`src/hdl/crs_ram.sv`:
```
// generic single write, single registered read ram
`default_nettype none
module crs_ram #(
    parameter int WIDTH = 42,
    parameter int DEPTH = 64
) (
    input  wire                          i_clk,
    input  wire                          i_we,
    input  wire  [$clog2(DEPTH)-1:0]     i_waddr,
    input  wire  [WIDTH-1:0]             i_wdata,
    input  wire  [$clog2(DEPTH)-1:0]     i_raddr,
    output logic [WIDTH-1:0]             o_rdata
);
    logic [WIDTH-1:0] r_mem [DEPTH];

    always_ff @(posedge i_clk) begin
        if (i_we) begin
            r_mem[i_waddr] <= i_wdata;
        end
        o_rdata <= r_mem[i_raddr];
    end
endmodule
`default_nettype wire

```
`config.mk`:
```
export PLATFORM = sky130hd
export DESIGN_NAME = crs_ram
export DESIGN_NICKNAME = d
export VERILOG_FILES = /design/src/hdl/crs_ram.sv
export SDC_FILE = /design/constraint.sdc
export NUM_CORES = 2
export LEC_CHECK = 0
export BUFFER_PORTS_ARGS = -buffer_cell sky130_fd_sc_hd__clkbuf_2
export CORE_MARGIN = 2
export CORE_UTILIZATION = 35
export DETAILED_ROUTE_END_ITERATION = 12
export PLACE_DENSITY = 0.55
export SETUP_SLACK_MARGIN = 0.2
export SLEW_MARGIN = 40
export SYNTH_ARGS = -nofsm -noshare
export SYNTH_HDL_FRONTEND = slang
export SYNTH_SLANG_ARGS = --single-unit
```
`constraint.sdc`:
```
create_clock -name i_clk -period 6 [get_ports i_clk]
set_input_delay 0.9 -clock i_clk [delete_from_list [all_inputs] [get_ports i_clk]]
set_output_delay 0.9 -clock i_clk [all_outputs]
set_load 0.005 [all_outputs]
```
==> results.json <==
{
  "drv_slew": 0,
  "crit_chain": "buf_8 > buf_4 > buf_12 > mux4_2 > mux4_2 > o22ai_1 > nor2_1",
  "cts_tree": "built",
  "die_w_um": 547,
  "clock_latency_ns": 0.85,
  "grt_max_degree": 76,
  "netlist_area_sq_um": 103000,
  "worst_path_most_repeated_cell": "mux4_2",
  "p_leak_nw": 36.8,
  "cts.sinks": 2730,
  "synth_edf_count": 2688,
  "overflow": 0,
  "peakVddDrop_uv": 215,
  "htree_levels": 5,
  "synth_flop_cell": "edfxtp_1",
  "synth_nets": 4408,
  "post_cts.repair.setup_buffers": 0,
  "core_area_sq_um": 294000,
  "r2r_setup_slack_ns": 3.55,
  "antenna_found_initial": 30,
  "finalSetupViolCount": 0,
  "period_needed_ns": 3.48,
  "place.gp.congestion": 0.764,
  "crit_type": "in2reg",
  "cts_hold_buf": 0,
  "synthArstFlopShare": 0,
  "hpwl_um": 156000,
  "numPortBuffers": 97,
  "grt_pass1_wl_um": 390000,
  "syn-instance-count": 4352,
  "hold_class": "in2reg",
  "pin_count": 98,
  "drtPass1Iterations": 9,
  "yosysSeqAreaShare": 0.789,
  "dpl.cell_count": 8341,
  "final_antenna_net_count": 0,
  "vias_per_cell": 5.50,
  "ctsResizeCount": 0,
  "cts.path.max_buffers": 4,
  "avgRoutedWirePerCell_um": 31.6,
  "violations": "DRC",
  "period_share": 0.581,
  "drtIter0Drc": 5671,
  "max_cap_viol_count": 0,
  "start_util": 0.352,
  "die_y_um": 547,
  "fillers": 25600,
  "dieArea_sq_um": 300000,
  "crit_fanout": 47,
  "nNetsFinal": 4760,
  "hold_viol_final": 0,
  "skew_ns": 0.0378,
  "fmaxAchievable_mhz": 287,
  "rsz0062_at_grt": "false",
  "root_buffer": "clkbuf_16",
  "tns_ns": 0,
  "placed_cell_area_sq_um": 110000,
  "track_usage": 0.184,
  "synth_area_per_cell_sq_um": 23.7,
  "path_buf_inv": 3,
  "drive_gt1_frac": 0.304,
  "drt-total-wl_um": 279000,
  "drc": 8,
  "worstPathArrival_ns": 4.17,
  "status": "finished with violations",
  "clkTransAtPathRegs_ns": 0.07,
  "synth_warnings": 0,
  "slew-limit-headroom": 0.399,
  "num_vias": 48600,
  "synth-seq-cells": 2730,
  "critPathTopFamily": "buffers and inverters",
  "fin_area_sq_um": 119000,
  "crit_path_start_kind": "input pin",
  "grt_pass1_vias": 49600,
  "crit_path_top_delay_cell": "o22ai_1",
  "std_cell_rows": 199,
  "cts_buffers": 277,
  "cpPeakStageDelay_ns": 0.71,
  "final_cell_count_no_fill": 8831,
  "worst_pin_slew_ns": 0.902,
  "area_growth_pct": 15.3,
  "required_ns": 6.68,
  "synth_cell_types": 43,
  "p_per_area_nw_per_um2": 334,
  "critPathCaptureType": "flop"
}
metrics by stage:
step | worst slack [ns] | utilization | power [mW] | hold WS (ns)
after floorplan | 1.21 | - | 22.6 | 0.701
after global placement | 1.42 | 0.374 | 23.5 | 0.826
after detailed placement | 1.65 | 0.376 | 23.6 | 0.820
after CTS | 2.56 | 0.405 | 40.1 | 0.655
after global routing | 2.45 | 0.405 | 40.9 | 0.641
final | 2.52 | 0.405 | 39.8 | 0.654
synthesized netlist by cell type, types with 3 or more instances:
library cell / instances / area, sq um
a211o_1: 4 / 35.0
a211oi_1: 20 / 150
a21oi_1: 31 / 155
a221oi_1: 26 / 228
a222oi_1: 9 / 90.1
a22o_1: 17 / 149
a22oi_1: 83 / 623
a31oi_1: 6 / 37.5
and2_1: 11 / 68.8
buf_1: 20 / 75.1
buf_2: 62 / 310
buf_4: 48 / 360
buf_6: 13 / 146
clkbuf_1: 97 / 364
dfxtp_1: 42 / 841
edfxtp_1: 2688 / 80700
mux2_2: 40 / 450
mux2i_1: 154 / 1540
mux4_2: 685 / 15400
nand2_1: 35 / 131
nand2b_1: 7 / 43.8
nand3_1: 7 / 35.0
nand3b_1: 12 / 90.1
nor2_1: 114 / 428
nor2b_1: 14 / 87.6
nor3_1: 13 / 65.1
o211a_1: 4 / 40.0
o21ai_0: 7 / 35.0
o221ai_1: 32 / 280
o22ai_1: 30 / 188
or3_1: 3 / 18.8
or3b_2: 3 / 26.3
state kept, by name (all words and copies together) (netlist names):
signal / flops
r_mem: 2688
o_rdata: 42
final cells by class:
cell class | instances | area [sq um] | share of cell area
repair buffers | 314 | 3010 | 0.0252
inverters | 1 | 11.3 | 0.0000945
well taps | 3919 | 4900 | 0.0412
multi-input cells | 1380 | 21100 | 0.177
flip-flops and latches | 2730 | 81600 | 0.685
diodes | 9 | 22.5 | 0.000189
clock inverters | 125 | 1130 | 0.00947
clock buffers | 353 | 7430 | 0.0623
report_power, final:
group / switching [mW] / internal, mW
logic: 1.21 / 0.727
clock network: 7.13 / 9.50
registers: 0.0847 / 21.1
kinds of logic after synthesis:
| group | share of synthesized area |
|---|---|
| compound gates | 0.0200 |
| buf+inv | 0.0123 |
| flops | 0.789 |
| mux | 0.169 |
| simple gates | 0.0101 |
placed cells by master (no fill, tap or decap), types with 12 or more instances in the layout:
cell,Yosys,final
a211oi_1,20,18
a21oi_1,31,31
a221oi_1,26,25
a22o_1,17,17
a22oi_1,83,83
buf_12,0,41
buf_4,48,140
buf_6,13,21
bufinv_16,0,17
clkbuf_1,97,63
clkbuf_16,0,284
clkbuf_2,0,83
clkinv_1,0,51
clkinv_2,0,31
dfxtp_1,42,42
edfxtp_1,2688,2688
mux2_2,40,40
mux2i_1,154,154
mux4_2,685,685
nand2_1,35,35
nand3b_1,12,12
nor2_1,114,50
nor2_4,0,63
o221ai_1,32,32
o22ai_1,30,29
worst paths after layout:
check,startpoint,to,cells past startpoint
setup reg to reg,r_mem[21][15],o_rdata[15],4
hold / removal,i_wdata[26],r_mem[7][26],2
setup / recovery,i_raddr[0],o_rdata[14],7
hold reg to reg,r_mem[21][28],o_rdata[28],4
layer usage:
metal,global-route usage,share of wire,up-vias
met5,0,0.00029,-
met4,0.0392,0.017,12
met3,0.0323,0.066,345
met2,0.302,0.49,1760
met1,0.257,0.43,27000
li1,-,-,19500
No activity file was read; power rests on OpenSTA's default activity.
